--- src/sv/imm_ram.sv ---
`timescale 1ns / 1ps
module imm_ram #(
  parameter int WIDTH = 32,
  parameter int DEPTH = 64,
  parameter int AW    = (DEPTH > 1) ? $clog2(DEPTH) : 1
) (
  input  logic             clk,
  input  logic             we,
  input  logic [AW-1:0]    waddr,
  input  logic [WIDTH-1:0] wdata,
  input  logic [AW-1:0]    raddr,
  output logic [WIDTH-1:0] rdata
);

  logic [WIDTH-1:0] mem [DEPTH];

  // one write port, registered read
  always_ff @(posedge clk) begin
    if (we) begin
      mem[waddr] <= wdata;
    end
    rdata <= mem[raddr];
  end

endmodule

--- config.mk ---
export PLATFORM = sky130hd
export DESIGN_NAME = imm_ram
export DESIGN_NICKNAME = d
export VERILOG_FILES = /design/src/sv/imm_ram.sv
export SDC_FILE = /design/constraint.sdc
export NUM_CORES = 2
export LEC_CHECK = 0
export ABC_AREA = 0
export BUFFER_PORTS_ARGS = -buffer_cell sky130_fd_sc_hd__buf_4
export CAP_MARGIN = 20
export CORE_MARGIN = 2
export CORE_UTILIZATION = 50
export DETAILED_ROUTE_END_ITERATION = 6
export PLACE_DENSITY = 0.66
export SYNTH_ARGS = -nofsm -noshare
export SYNTH_HDL_FRONTEND = slang
export SYNTH_SLANG_ARGS = --single-unit
--- constraint.sdc ---
create_clock -name clk -period 3.91 [get_ports clk]
set_clock_uncertainty 0.1 [all_clocks]
set_input_delay 0.391 -clock clk [delete_from_list [all_inputs] [get_ports clk]]
set_output_delay 0.391 -clock clk [all_outputs]
set_load 0.05 [all_outputs]
# [Word level (Yosys, flattened, before mapping)]
# Memory sizes are Yosys's and may differ from the RTL's. A register that Yosys moved wholly into a read port is not among the register bits.
# Cells that the tools add are included.
[op_classes] n_mux=2
[ops] operator="$mux 1" n=2
[word_totals] regBits=0 mem_bits_rw=2048 inputBits=46 output_inout_bits=32 elab_cells=3 memories=1
[memory_table] name="mem" words=64 width=32 read_ports=1 rd_ports_with_merged_regs=1 write_ports=1 line="15" rtl="logic [WIDTH-1:0] mem [DEPTH];"

# [Logic depth before layout (Yosys ltp)]
[depth] depth_word=2 depth_mapped=10 ltp_nobuf=5

# [Least setup slack after synthesis]
# OpenSTA, ideal clock, no wires.
[synth_path] path_kind="input port to flip-flop" startpoint="input waddr[3]" endpoint="memory mem[48][0], enable pin" arrival_ps=3090 required_ps=3349 path_slack_ps=259 cell_stages=4 path_buffers=1 path_cell_list="clkbuf_1 > nor2b_1 > nand4b_1 > nor3_1"
[synth_rtl] item="start, declared" line="9" rtl="input logic [AW-1:0] waddr,"
[synth_rtl] item="end, declared" line="15"
# No word-level cell before the write port.

==> metrics.md <==
| Metric | Value |
|---|---|
| Status | complete, no violations |
| Area leader, netlist | edfxtp_1 |
| Final Hold Viols | 0 |
| Root buffer cell | clkbuf_16 |
| Global Route Usage Sum | between 20% and 30% |
| Unrepaired setup endpoints after global routing | no |
| Worst setup margin | 1352 ps |
| Clock Path Buffers | 3 |
| Highest clock rate | 391.0 MHz |
| Final Wtd Congestion | roughly 0.8 |
| Critical register-to-register path startpoint | mem[63][0] |
| Routed WL per cell | 32.86 um |
| Hold path startpoint | wdata[21] |
| Clk Latency, worst-skew pair | between 800 and 900 ps |
| Die Width | 400.3 um |
| Longest individual stage delay on the worst path | 560 ps |
| Vias in the first global route | around 37,000 |
| Max-cap viol count | 0 |
| I/O Buffers | 77 |
| Most common cell in the synthesized netlist | edfxtp_1 |
| Via count | roughly 37,000 |
| Cells after Synth | 3,324 |
| Placed insts | 5,456 |
| Starting Density | 50.32% |
| Mean Syn Cell Area | 23.62 um^2 |
| Via-per-instance ratio | 6.356 |
| Crit-path cells | buf_8 > buf_4 > buf_4 > mux4_2 > mux4_2 > o22ai_1 > nor2_1 |
| Largest net degree at the start of global routing | 65 |
| Number of setup buffers added after CTS | 0 |
| Final period util | 65.42% |
| First-pass GRT wire length | between 200,000 and 300,000 um |
| Top FF cell, synth | edfxtp_1 |
| Post-DP HPWL | 106,600 um |
| Final-stage net count | approximately 3,700 |
| Max stage delay cell, worst path | o22ai_1 |
| Syn nets | around 3,400 |
| Num rows | 145 |
| Routed wire length | 192,500 um |
| Largest cells by area after synthesis | edfxtp_1 78%, mux4_2 16%, mux2i_1 1.2% |
| TritonCTS buffer count | 203 |
| Register area share after synthesis | 79.14% |
| Sink Count | around 2,100 |
| Setup_tns | 0 ps |
| DRC | 0 |
| Total congestion overflow | 0 |
| Core area | 0.1560 mm^2 |
| Synth top cells by count | 2,048 x edfxtp_1, 544 x mux4_2, 137 x nor2_1 |
| Critical path required time | about 4500 ps |
| Crit-path max FO | 57 |
| TritonCTS clock tree | done |
| Synth top area share | 78.33% |
| Synth warn | 0 |
| Hold crit path type | in -> reg |
| DR iter-0 viols | 5,008 |
| Area grow syn2layout | 14.13% |
| Cell Area, Synth | just under 0.08 mm^2 |
| Hold path cells | 1 |
| Height of the die | 400.3 um |
| Startpoint Class | primary input |
| Share of layout cells above drive strength 1 | 30.11% |
| Worst setup EP type | register |
| Finished Layout Cells | approximately 6,000 |
| Arrival @ worst endpoint | roughly 3100 ps |
| Synth cell types | 34 |
| CTS HTree Levels | 4 |
| Pre-antenna DRT Iters | 5 |
| Max_slew headroom | about two fifths |
| Die outline area | 0.1602 mm^2 |
| Peak supply drop | 0.4789 mV |
| FILL cells | roughly 11,000 |
| IO Pins | 78 |
| Crit Path Class | in -> reg |
| Reg2Reg Depth | 4 |
| Worst-Margin Slew | just over 900 ps |
| Number of synthesized flops with an enable pin | 2,048 |
| Setup violators final | 0 |
| Initial antenna violation count | 14 |
| Asr flop ratio synth | 0% |
| Final min period | between 2000 and 3000 ps |
| Power Dens Cells | approximately 510 mW/mm^2 |
| Reg-to-reg slack, setup | ~1700 ps |
| Endpoint, Worst Hold | mem[11][21] |
| Worst-path clk slew | about 60 ps |
| FF+latch count, synth | ~2,100 |
| Worst reg2reg endpoint | rdata[0] |
| Leak | 27.97 nW |
| Antenna Nets Post-Route | 0 |
| Setup WS pre-CTS | 470.7 ps |
| Max Slew Vio Count | 0 |
layer usage:
metal  track usage (%)  wire length (um)
met2             37.57             91680
met4             5.649              3735
met1             36.40             79790
met3             3.988             17240
met5                 0                37
cells by family (layout without fill, tap and decap cells):
group	count (synthesis)	after routing	share of synthesized area [%]
buffers and inverters	182	654	1.128
muxes	637	637	16.79
and+or+nand+nor	223	223	1.265
other	0	4	0
AOI/OAI and AO/OA	202	202	1.673
DFF	2080	2080	79.14
worst max path at each step:
stage	endpoint	from	slack [ps]
floorplan	mem[48][0]	waddr[3]	260
global placement	rdata[0]	raddr[1]	500
detailed placement	rdata[0]	raddr[1]	470
CTS	rdata[0]	raddr[1]	1360
global route	rdata[0]	raddr[1]	1360
finish	rdata[0]	raddr[1]	1350
cell type report:
| class | count | area [um^2] | share of cell area, % |
|---|---|---|---|
| Tap cell | 2058 | 2575 | 2.873 |
| Antenna cell | 4 | 10.01 | 0.01117 |
| Sequential cell | 2080 | 62140 | 69.34 |
| Timing Repair Buffer | 283 | 2581 | 2.880 |
| Multi-Input combinational cell | 1062 | 15970 | 17.82 |
| Clock buffer | 258 | 5423 | 6.051 |
| Clock inverter | 113 | 917.1 | 1.023 |
cells in the final DEF, fill, tap and decap left out, types with 27 or more instances in the layout:
cell type      Yosys  routed
mux4_2           544     544
buf_12             0      29
clkbuf_16          0     208
mux2i_1           93      93
nor2_1           137      75
buf_4             25     223
clkinv_1           0      50
edfxtp_1        2048    2048
clkinv_2           0      35
a21oi_1           62      62
clkbuf_1          74      47
o22ai_1           84      84
nor2_4             0      62
o221ai_1          27      27
dfxtp_1           32      32
dlygate4sd3_1      0      27
flip-flops by register name, indices dropped and copies added (netlist names):
register,flops
mem,2048
rdata,32
critical path, delay by kind of cell:
family / cells / cell delay, ps
and+or+nand+nor: 1 / 100
buffers and inverters: 3 / 1120
muxes: 2 / 840
AOI/OAI and AO/OA: 1 / 560
power breakdown:
group / internal, mW / switching (mW)
clock: 10.7 / 8.06
combinational: 0.913 / 1.51
sequential: 24.7 / 0.106
total: 36.3 / 9.68
repair_timing:
item,CTS,global route
hold buffers,27,0
hold endpoints to repair,858,0
resized for setup,0,0
through the flow:
step                hold WS [ps]  total power [mW]  utilization [%]  area, um^2
floorplan                  389.9             26.57                -       78520
global placement           636.3             27.66            53.19       82990
detailed placement         641.6             27.70            53.19       82990
CTS                        6.719             46.27            57.43       89600
global route               51.17             47.24            57.43       89600
finish                     43.39             45.96            57.44       89610
(Power assumes the default switching activity.)
