--- src/sv/imm_pkg.sv ---
`timescale 1ns / 1ps
package imm_pkg;

  localparam int MAX_DIM_DEF    = 8;
  localparam int DATA_WIDTH_DEF = 32;
  localparam int OUT_WIDTH      = 32;
  localparam int IDX_WIDTH      = 3;
  localparam int CFG_WIDTH      = 4;
  localparam int CFG_IDX_WIDTH  = 2;

  // action codes
  localparam logic [1:0] ACT_LOAD_A = 2'd0;
  localparam logic [1:0] ACT_LOAD_B = 2'd1;
  localparam logic [1:0] ACT_START  = 2'd2;

  // register indexes
  localparam logic [CFG_IDX_WIDTH-1:0] REG_ROWS_A = 2'd0;
  localparam logic [CFG_IDX_WIDTH-1:0] REG_COLS_A = 2'd1;
  localparam logic [CFG_IDX_WIDTH-1:0] REG_ROWS_B = 2'd2;
  localparam logic [CFG_IDX_WIDTH-1:0] REG_COLS_B = 2'd3;

  typedef enum logic [4:0] {
    S_IDLE  = 5'b00001,
    S_MAC   = 5'b00010,
    S_WAIT  = 5'b00100,
    S_DRAIN = 5'b01000,
    S_ERR   = 5'b10000
  } state_t;

  typedef struct packed {
    logic clear;
    logic shift;
  } cell_ctl_t;

endpackage

--- src/sv/imm_cell.sv ---
`timescale 1ns / 1ps
module imm_cell (
  input  logic                         clk,
  input  imm_pkg::cell_ctl_t           ctl,
  input  logic                         tail,
  input  logic [imm_pkg::OUT_WIDTH-1:0] neighbor,
  input  logic [imm_pkg::OUT_WIDTH-1:0] tail_in,
  output logic [imm_pkg::OUT_WIDTH-1:0] acc
);
  import imm_pkg::*;

  // accumulator: the tail cell takes the new sum, others take the neighbor
  always_ff @(posedge clk) begin
    if (ctl.clear) begin
      acc <= '0;
    end else if (ctl.shift) begin
      acc <= tail ? tail_in : neighbor;
    end
  end

endmodule

--- config.mk ---
export PLATFORM = sky130hd
export DESIGN_NAME = imm_cell
export DESIGN_NICKNAME = d
export VERILOG_FILES = /design/src/sv/imm_pkg.sv /design/src/sv/imm_cell.sv
export SDC_FILE = /design/constraint.sdc
export NUM_CORES = 1
export LEC_CHECK = 0
export BUFFER_PORTS_ARGS = -buffer_cell sky130_fd_sc_hd__buf_2
export CAP_MARGIN = 30
export CORE_MARGIN = 2
export CORE_UTILIZATION = 45
export CTS_BUF_LIST = sky130_fd_sc_hd__clkbuf_8
export CTS_CLUSTER_DIAMETER = 80
export DETAILED_ROUTE_END_ITERATION = 7
export PLACE_DENSITY = 0.86
export SLEW_MARGIN = 15
export SYNTH_ARGS = -nofsm -noshare
export SYNTH_HDL_FRONTEND = slang
export SYNTH_SLANG_ARGS = --single-unit
--- constraint.sdc ---
create_clock -name clk -period 1.5 [get_ports clk]
set_input_delay 0.15 -clock clk [delete_from_list [all_inputs] [get_ports clk]]
set_output_delay 0.15 -clock clk [all_outputs]
set_load 0.02 [all_outputs]
Word-level counts from Yosys, hierarchy flattened
Cells that the tools add are included.

cells by class
  mux-type cells = 1

operators with widths
  cell      count
  $mux W32  1

word-level totals
  register bits after elaboration = 32
  bits of input ports = 68
  output and inout bits = 32
  word-level logic and storage cells = 2

Depth between registers and ports, before layout
Gate-level depths: netlist of the first run.

  depth after elaboration = 1
  depth in mapped cells = 4
  gate-level depth less buffers = 2

Worst setup path before layout of the first run
Ideal clock, no wire load.

  path type = input port to flip-flop
  start = input port tail
  end = register acc[0] (netlist name)
  setup time = 0.086 ns
  arrival = 0.713 ns
  required time = 1.414 ns
  setup slack = 0.701 ns
  cell stages on the path = 4
  buffers on the path = 2
  path through = buf_6 buf_12 mux2i_1 a211oi_1

between the ends
  word-level cells in the longest chain between the ends = 1

RTL lines
  what                  line            source
  start, declared       imm_cell.sv:5   input logic tail,
  $mux W32              imm_cell.sv:17  acc <= tail ? tail_in : neighbor;
  end signal, assigned  imm_cell.sv:17
  end, declared         imm_cell.sv:8   output logic [imm_pkg::OUT_WIDTH-1:0] acc

No other way between the ends.
A chain may end at the register's enable or synchronous reset.

Final worst setup path of the first run
  start = register acc[31] (netlist name)
  end = output port acc[31] (netlist name)

No word-level cell between the ends.

==> flow_metrics.py, run 1 <==
metrics = {
    "clock_tree": {
        "postCtsSetupBuffers": 0,
        "cts_hold_buf": 0,
        "root_buffer": "clkbuf_8",
        "cts_resized": 0,
        "cts-htree-levels": 2,
        "ctsLongestPathBuffers": 2,
        "cts.clk_slew.worst_paths_ns": 0.06,
        "cts-buffers-inserted": 5,
        "cts_sinks": 32,
        "clk_latency_ns": 0.27,
        "cts_tree": "yes",
    },
    "timing": {
        "period_minus_slack_ns": 0.932,
        "slew_headroom": 0.612,
        "setup_slack_ns": 0.568,
        "rsz0062_at_grt": "false",
        "setup_violations": 0,
        "slew_violations": 0,
        "hold_viol_final": 0,
        "fmax_ghz": 1.07,
        "worst_slew_pin_slew_ns": 0.582,
        "fin_setup_tns_ns": 0,
        "fin_crit_sh": 0.621,
        "fin_skew_ns": 0,
    },
    "placed_design": {
        "gp_congestion": 0.684,
        "place_inst": 273,
        "numPortBuffers": 99,
        "place_ws_ns": 0.522,
        "dp_hpwl_mm": 2.42,
    },
    "critical_path": {
        "max_stage_delay_ns": 0.34,
        "crit_start": "acc[31]",
        "cp.required_ns": 1.35,
        "critPathBufInv": 1,
        "cp_max_fo": 2,
        "arrival_ns": 0.78,
        "start_kind": "flop",
        "r2r_start": "acc[19]",
        "path_class": "flop to primary output",
        "slowest_stage": "dfxtp_1",
        "crit_chain": "buf_2",
        "worst_setup_path_end_kind": "primary output",
        "crit_family": "flip-flops",
    },
    "synthesis": {
        "synth-seq-cells": 32,
        "synth_area_sq_mm": 0.00144,
        "synth_top_area_frac": 0.446,
        "synthAdderAreaFrac": 0,
        "synth_top_family_by_area": "multiplexers",
        "syn_nets": 210,
        "ys_warn_count": 0,
        "seq_area_frac_synth": 0.446,
        "netlist_instances": 142,
        "synth_cell_types": 9,
        "synth_mux_area_frac": 0.223,
        "synthSimpleGateAreaFrac": 0.0836,
        "avgSynthCellArea_sq_um": 10.1,
        "ys_top_cells_by_area": "dfxtp_1, mux2i_1, a211oi_1",
        "yosysTopAreaCell": "dfxtp_1",
        "synth_xor_xnor_area_share": 0,
        "synth_compound_area_frac": 0.167,
    },
    "grt": {
        "track_usage": 0.192,
        "grt_pass1_vias": 1239,
        "grt_overflow_total": 0,
        "antenna_found_initial": 0,
        "grt_first_pass_wirelength_mm": 5.20,
        "grt_max_degree": 65,
    },
    "drt": {
        "wl_per_cell_um": 12.0,
        "vias_per_cell": 4.90,
        "postRouteAntennaNets": 0,
        "drc": 0,
        "wl_mm": 3.36,
        "num_vias": 1378,
        "dr.pass1.iters": 4,
        "drtIter0Drc": 89,
    },
    "power_and_ir_drop": {
        "finalPower_mw": 2.01,
        "power_frac_clock": 0.320,
        "power_density_mw_per_mm2": 1000,
        "worst_ir_drop_vdd_v": 0.000573,
        "switching_share": 0.270,
        "comb_power_share": 0.209,
        "seqPwrFrac": 0.470,
        "intPower_mw": 1.46,
        "leakage_nw": 1.04,
        "switchingPower_uw": 542,
    },
    "floorplanning": {
        "core_area_sq_mm": 0.00305,
        "initial_core_util": 0.471,
        "io_pins": 100,
        "die_w_um": 60.5,
        "die_h_um": 60.5,
        "num_rows": 20,
        "dieArea_sq_mm": 0.00366,
    },
    "finish": {
        "seq_area_sq_um": 641,
        "nets": 304,
        "largest_reg_flops": 32,
        "drive_gt1_frac": 0.451,
        "syn_to_final_growth_pct": 39.3,
        "finish.utilization": 0.656,
        "instances_no_fill": 281,
        "antenna_cells": 0,
        "multi_input_area_sq_um": 681,
        "regMostFlops": "acc",
        "fillers": 296,
        "reg_top3": "acc (32)",
    },
    "run": {
        "cap_viol_max_count": 0,
    },
    "hold_path": {
        "hp-class": "input pin to flop",
        "min-delay-start": "neighbor[20]",
    },
    "status": {
        "outcome": "finished, final reports clean",
    },
}
## synthesized netlist by cell type
master / instances
a211oi_1: 32
dfxtp_1: 32
mux2i_1: 32
nor2_1: 32
clkbuf_1: 6
buf_12: 3
buf_2: 3
buf_4: 1
buf_6: 1
## power by group through the flow
stage | logic, mW | clock network (mW) | registers (mW)
6_report | 0.420 | 0.643 | 0.944
3_3_place_gp | 0.418 | 0 | 0.960
2_1_floorplan | 0.185 | 0 | 1.04
3_5_place_dp | 0.424 | 0 | 0.962
4_1_cts | 0.426 | 0.664 | 0.944
5_1_grt | 0.463 | 0.703 | 0.951
## worst paths after layout
kind,to,slack [ns],cells after the start
max,acc[31],0.57,1
min,acc[20],0.21,3
max reg2reg,acc[19],0.81,2
min reg2reg,acc[0],0.48,2
## cell families after synthesis
logic type / Yosys count
AND/OR/NAND/NOR: 32
AO/OA/AOI/OAI: 32
buffers and inverters: 14
multiplexers: 32
flip-flops: 32
## stage by stage
| step | area (sq um) | hold WS [ns] |
|---|---|---|
| floorplan | 1440 | 0.223 |
| global placement | 1910 | 0.471 |
| detailed placement | 1910 | 0.476 |
| CTS | 2000 | 0.207 |
| global route | 2000 | 0.223 |
| finish | 2000 | 0.209 |
## per-layer routing
metal | global-route usage | vias to the layer above | wire (um)
met3 | 0.0426 | 4 | 270
met4 | 0.106 | 0 | 51
met2 | 0.346 | 59 | 1640
li1 | - | 702 | -
met5 | 0 | - | 0
met1 | 0.208 | 613 | 1400
## cell type report
type | instances | share of cell area
well taps | 44 | 0.0275
flip-flops and latches | 32 | 0.320
repair buffers | 101 | 0.268
clock buffers | 6 | 0.0413
clock inverters | 2 | 0.00375
multi-input cells | 96 | 0.340
## cell usage in the layout (no fill, tap or decap)
cell / instances
a211oi_1: 32
nor2_1: 32
buf_2: 99
mux2i_1: 32
dfxtp_1: 32
buf_12: 2
inv_1: 2
clkbuf_8: 6
Power figures use the tool's default switching activity.
==> inputs of run 2 (changes only) <==
--- a/config.mk
+++ b/config.mk
@@ -5,14 +5,15 @@
 export SDC_FILE = /design/constraint.sdc
 export NUM_CORES = 1
 export LEC_CHECK = 0
+export ABC_AREA = 1
 export BUFFER_PORTS_ARGS = -buffer_cell sky130_fd_sc_hd__buf_2
 export CAP_MARGIN = 30
 export CORE_MARGIN = 2
-export CORE_UTILIZATION = 45
+export CORE_UTILIZATION = 40
 export CTS_BUF_LIST = sky130_fd_sc_hd__clkbuf_8
 export CTS_CLUSTER_DIAMETER = 80
 export DETAILED_ROUTE_END_ITERATION = 7
-export PLACE_DENSITY = 0.86
+export PLACE_DENSITY = 0.78
 export SLEW_MARGIN = 15
 export SYNTH_ARGS = -nofsm -noshare
 export SYNTH_HDL_FRONTEND = slang
==> constraint.sdc (replaced) <==
create_clock -name clk -period 0.85 [get_ports clk]
set_input_delay 0.085 -clock clk [delete_from_list [all_inputs] [get_ports clk]]
set_output_delay 0.085 -clock clk [all_outputs]
set_load 0.02 [all_outputs]
==> flow_metrics.py, run 2 <==
metrics = {
    "finish": {
        "fin_area_sq_mm": 0.00256,
        "layout_commonest_cell": "nand2_1",
        "drive_gt1_frac": 0.397,
        "finish.utilization": 0.641,
        "final_cell_mix": "nand2_1, buf_2, nor2_1, inv_1",
        "fillers": 377,
        "instances_no_fill": 423,
        "largest_reg_flops": 32,
        "reg_top3": "acc (32)",
        "nets": 440,
        "multi_input_area_sq_um": 761,
        "regMostFlops": "acc",
        "syn_to_final_growth_pct": 53.8,
        "antenna_cells": 0,
        "seq_area_sq_um": 681,
    },
    "clock_tree": {
        "root_buffer": "clkbuf_8",
        "cts-htree-levels": 2,
        "cts_hold_buf": 0,
        "cts_sinks": 32,
        "ctsLongestPathBuffers": 2,
        "cts-buffers-inserted": 5,
        "cts_tree": "yes",
        "cts.clk_slew.worst_paths_ns": 0.07,
        "clk_latency_ns": 0.27,
    },
    "floorplanning": {
        "core_area_sq_mm": 0.00400,
        "dieArea_sq_mm": 0.00470,
        "initial_core_util": 0.417,
        "die_h_um": 68.6,
        "num_rows": 23,
        "io_pins": 100,
        "die_w_um": 68.6,
    },
    "critical_path": {
        "crit_chain": "buf_6",
        "worst_setup_path_end_kind": "primary output",
        "start_kind": "flop",
        "critPathBufInv": 1,
        "reg2reg_slack_ns": 0.07,
        "ff2ff_path_depth": 5,
        "r2r_start": "acc[8]",
        "arrival_ns": 0.76,
        "cp_max_fo": 2,
        "crit_family": "flip-flops",
        "cp.required_ns": 0.76,
        "max_stage_delay_ns": 0.36,
        "path_class": "flop to primary output",
        "timing.rr.end": "acc[8]",
        "slowest_stage": "dfxtp_2",
    },
    "drt": {
        "postRouteAntennaNets": 0,
        "vias_per_cell": 4.55,
        "wl_mm": 4.53,
        "num_vias": 1925,
        "drtIter0Drc": 79,
        "wl_per_cell_um": 10.7,
        "dr.pass1.iters": 4,
        "drc": 0,
    },
    "placed_design": {
        "dp_hpwl_mm": 3.01,
        "place_area_sq_mm": 0.00221,
        "numPortBuffers": 99,
        "gp_congestion": 0.759,
        "place_ws_ns": 0.000557,
        "place_inst": 414,
    },
    "synthesis": {
        "synth_commonest_cells": "nand2_1, nor2_1, dfxtp_1, inv_1, nand3_1",
        "ys_warn_count": 0,
        "synthAdderAreaFrac": 0,
        "synth_xor_xnor_area_share": 0,
        "synth_compound_area_frac": 0,
        "yosysTopAreaCell": "dfxtp_1",
        "synth_top_family_by_area": "simple AND/OR/NAND/NOR gates",
        "synthSimpleGateAreaFrac": 0.456,
        "synth_top_area_frac": 0.384,
        "seq_area_frac_synth": 0.384,
        "synthFlopType": "dfxtp_1",
        "avgSynthCellArea_sq_um": 6.08,
        "netlist_instances": 274,
        "synth_most_common_cell": "nand2_1",
        "ys_top_cells_by_area": "dfxtp_1, nand2_1, nor2_1",
        "syn_nets": 342,
        "synth_cell_types": 9,
        "synth_mux_area_frac": 0,
        "synth-async-reset-ratio": 0,
        "synth-seq-cells": 32,
        "synth_area_sq_mm": 0.00167,
        "synth_edf_count": 0,
    },
    "grt": {
        "grt_overflow_total": 0,
        "track_usage": 0.188,
        "grt_first_pass_wirelength_mm": 6.62,
        "antenna_found_initial": 0,
        "grt_pass1_vias": 1597,
        "grt_max_degree": 33,
    },
    "timing": {
        "fin_setup_tns_ns": 0,
        "slew_violations": 0,
        "period_minus_slack_ns": 0.848,
        "rsz0062_at_grt": "true",
        "hold_viol_final": 0,
        "slew_headroom": 0.793,
        "worst_slew_pin_slew_ns": 0.311,
        "fin_crit_sh": 0.998,
        "fmax_ghz": 1.18,
        "setup_violations": 0,
        "whs_ns": 0.0868,
        "setup_slack_ns": 0.00191,
        "fin_skew_ns": 0,
    },
    "power_and_ir_drop": {
        "comb_power_share": 0.246,
        "switching_share": 0.276,
        "seqPwrFrac": 0.414,
        "worst_ir_drop_vdd_v": 0.00110,
        "power_frac_clock": 0.340,
        "finalPower_mw": 4.14,
        "intPower_mw": 3.00,
        "power_density_mw_per_mm2": 1620,
        "leakage_nw": 1.51,
        "switchingPower_mw": 1.14,
    },
    "run": {
        "cap_viol_max_count": 0,
    },
    "hold_path": {
        "hold_depth": 5,
        "min-delay-start": "neighbor[3]",
        "holdPathEnd": "acc[3]",
        "hp-class": "input pin to flop",
    },
    "status": {
        "outcome": "finished, final reports clean",
    },
}
[run 2: cell type report]
| type | count | share of cell area |
|---|---|---|
| inverters | 33 | 0.0493 |
| clock buffers | 5 | 0.0268 |
| clock inverters | 3 | 0.0151 |
| multi-input cells | 192 | 0.297 |
| flip-flops and latches | 32 | 0.265 |
| well taps | 50 | 0.0244 |
| repair buffers | 108 | 0.322 |
[run 2: worst max-delay path by stage]
stage / cells past startpoint / from / endpoint
after floorplan: 4 / acc[31] / acc[31]
after global placement: 6 / tail / acc[5]
after detailed placement: 6 / tail / acc[11]
after CTS: 1 / acc[24] / acc[24]
after global routing: 1 / acc[8] / acc[8]
final: 1 / acc[8] / acc[8]
[run 2: logic make-up after synthesis]
family | after synthesis
AND/OR/NAND/NOR | 192
flip-flops | 32
buffers and inverters | 50
[run 2: timing repair]
action,CTS,global route
endpoints found under the setup margin,32,28
gates resized for setup,65,31
setup buffers,0,1
pin swaps,0,0
[run 2: routing by layer]
| metal | GRT usage | part of all wire | vias up |
|---|---|---|---|
| li1 | - | - | 1004 |
| met1 | 0.218 | 0.41 | 832 |
| met2 | 0.310 | 0.49 | 78 |
| met3 | 0.0649 | 0.077 | 11 |
| met4 | 0.0875 | 0.023 | 0 |
| met5 | 0 | 0 | - |
[run 2: power by group through the flow]
stage / Clock (mW) / Sequential [mW] / Combinational (mW)
floorplan: 0 / 1.83 / 0.409
global placement: 0 / 1.69 / 0.869
detailed placement: 0 / 1.69 / 0.882
CTS: 1.45 / 1.69 / 0.981
global route: 1.54 / 1.73 / 1.13
finish: 1.41 / 1.71 / 1.02
==> inputs of run 3 (changes only) <==
--- a/config.mk
+++ b/config.mk
@@ -13,6 +13,7 @@
 export CTS_BUF_LIST = sky130_fd_sc_hd__clkbuf_8
 export CTS_CLUSTER_DIAMETER = 80
 export DETAILED_ROUTE_END_ITERATION = 7
+export GPL_TIMING_DRIVEN = 0
 export PLACE_DENSITY = 0.78
 export SLEW_MARGIN = 15
 export SYNTH_ARGS = -nofsm -noshare
==> flow_metrics.py, run 3 (same netlist as run 2, synthesis figures left out) <==
metrics = {
    "status": {
        "outcome": "finished, final reports clean",
    },
    "critical_path": {
        "start_kind": "flop",
        "slowest_stage": "dfxtp_2",
        "critPathBufInv": 1,
        "path_class": "flop to primary output",
        "cp_max_fo": 2,
        "arrival_ns": 0.74,
        "crit_chain": "buf_4",
        "crit_family": "flip-flops",
        "crit_start": "acc[6]",
        "r2r_start": "acc[6]",
        "cp.required_ns": 0.76,
        "worst_setup_path_end_kind": "primary output",
        "max_stage_delay_ns": 0.32,
    },
    "timing": {
        "worst_slew_pin_slew_ns": 0.191,
        "setup_slack_ns": 0.0202,
        "period_minus_slack_ns": 0.830,
        "fmax_ghz": 1.21,
        "fin_crit_sh": 0.976,
        "setup_violations": 0,
        "slew_headroom": 0.873,
        "hold_viol_final": 0,
        "fin_skew_ns": 0,
        "slew_violations": 0,
        "rsz0062_at_grt": "true",
    },
    "placed_design": {
        "place_ws_ns": 0.0384,
        "place_area_sq_mm": 0.00221,
        "gp_congestion": 0.815,
        "dp_hpwl_mm": 3.10,
        "place_inst": 421,
        "numPortBuffers": 97,
    },
    "grt": {
        "antenna_found_initial": 0,
        "grt_overflow_total": 0,
        "track_usage": 0.187,
        "grt_pass1_vias": 1590,
        "grt_max_degree": 11,
        "grt_first_pass_wirelength_mm": 6.62,
    },
    "finish": {
        "nets": 448,
        "reg_top3": "acc (32)",
        "largest_reg_flops": 32,
        "fillers": 384,
        "regMostFlops": "acc",
        "instances_no_fill": 431,
        "fin_area_sq_mm": 0.00255,
        "layout_commonest_cell": "nand2_1",
        "drive_gt1_frac": 0.407,
        "antenna_cells": 0,
        "syn_to_final_growth_pct": 53.2,
        "final_cell_mix": "nand2_1, buf_2, nor2_1, buf_6, inv_1",
    },
    "clock_tree": {
        "cts-htree-levels": 2,
        "ctsLongestPathBuffers": 2,
        "cts_tree": "yes",
        "cts_hold_buf": 0,
        "root_buffer": "clkbuf_8",
        "cts_sinks": 32,
        "clk_latency_ns": 0.28,
        "cts.clk_slew.worst_paths_ns": 0.06,
        "cts-buffers-inserted": 5,
    },
    "power_and_ir_drop": {
        "power_density_mw_per_mm2": 1520,
        "worst_ir_drop_vdd_v": 0.000811,
        "leakage_nw": 1.53,
    },
    "floorplanning": {
        "initial_core_util": 0.417,
        "die_w_um": 68.6,
        "core_area_sq_mm": 0.00400,
        "dieArea_sq_mm": 0.00470,
        "num_rows": 23,
        "io_pins": 100,
        "die_h_um": 68.6,
    },
    "hold_path": {
        "min-delay-start": "neighbor[3]",
        "hp-class": "input pin to flop",
    },
    "drt": {
        "postRouteAntennaNets": 0,
        "wl_per_cell_um": 9.99,
        "vias_per_cell": 4.33,
        "drtIter0Drc": 48,
        "drc": 0,
        "dr.pass1.iters": 4,
        "wl_mm": 4.31,
        "num_vias": 1866,
    },
    "run": {
        "cap_viol_max_count": 0,
    },
}
==> run 3: layer usage <==
layer | up-vias | part of all wire | track usage
met1 | 764 | 0.44 | 0.226
li1 | 1020 | - | -
met2 | 75 | 0.46 | 0.311
met3 | 7 | 0.079 | 0.0568
met4 | 0 | 0.015 | 0.0700
met5 | - | 0 | 0
==> run 3: report_power, final <==
part	switching, mW	internal, mW
Clock	0.519	0.635
Sequential	0.0765	1.63
Combinational	0.506	0.503
==> run 3: final cells by class <==
type                    count  area [sq um]  area share
clock inverters             2          7.51     0.00294
inverters                  33           126      0.0495
repair buffers             99           693       0.272
flip-flops and latches     32           681       0.267
well taps                  50          62.6      0.0245
clock buffers               6          82.6      0.0324
plain buffers              17           139      0.0544
multi-input cells         192           761       0.298
==> run 3: what timing repair did <==
action	in CTS	in global routing
setup buffers	0	2
endpoints found under the hold margin	0	0
setup endpoints to repair	32	26
gates resized for setup	56	38
==> run 3: final timing paths <==
path / to / slack, ns / depth (start not counted)
worst min-delay path: acc[3] / 0.08 / 5
worst min register to register: acc[16] / 0.56 / 4
worst max-delay path: acc[6] / 0.02 / 1
worst max register to register: acc[6] / 0.10 / 5
==> run 3: per-stage QoR <==
step | util | hold slack, ns | total power, mW | setup TNS (ns)
final | 0.638 | 0.0814 | 3.87 | 0
after global routing | 0.638 | 0.0966 | 4.11 | -0.0137
after CTS | 0.611 | 0.0787 | 3.84 | 0
after detailed placement | 0.554 | 0.372 | 2.57 | 0
after global placement | 0.554 | 0.367 | 2.56 | 0
after floorplan | - | 0.233 | 2.24 | 0
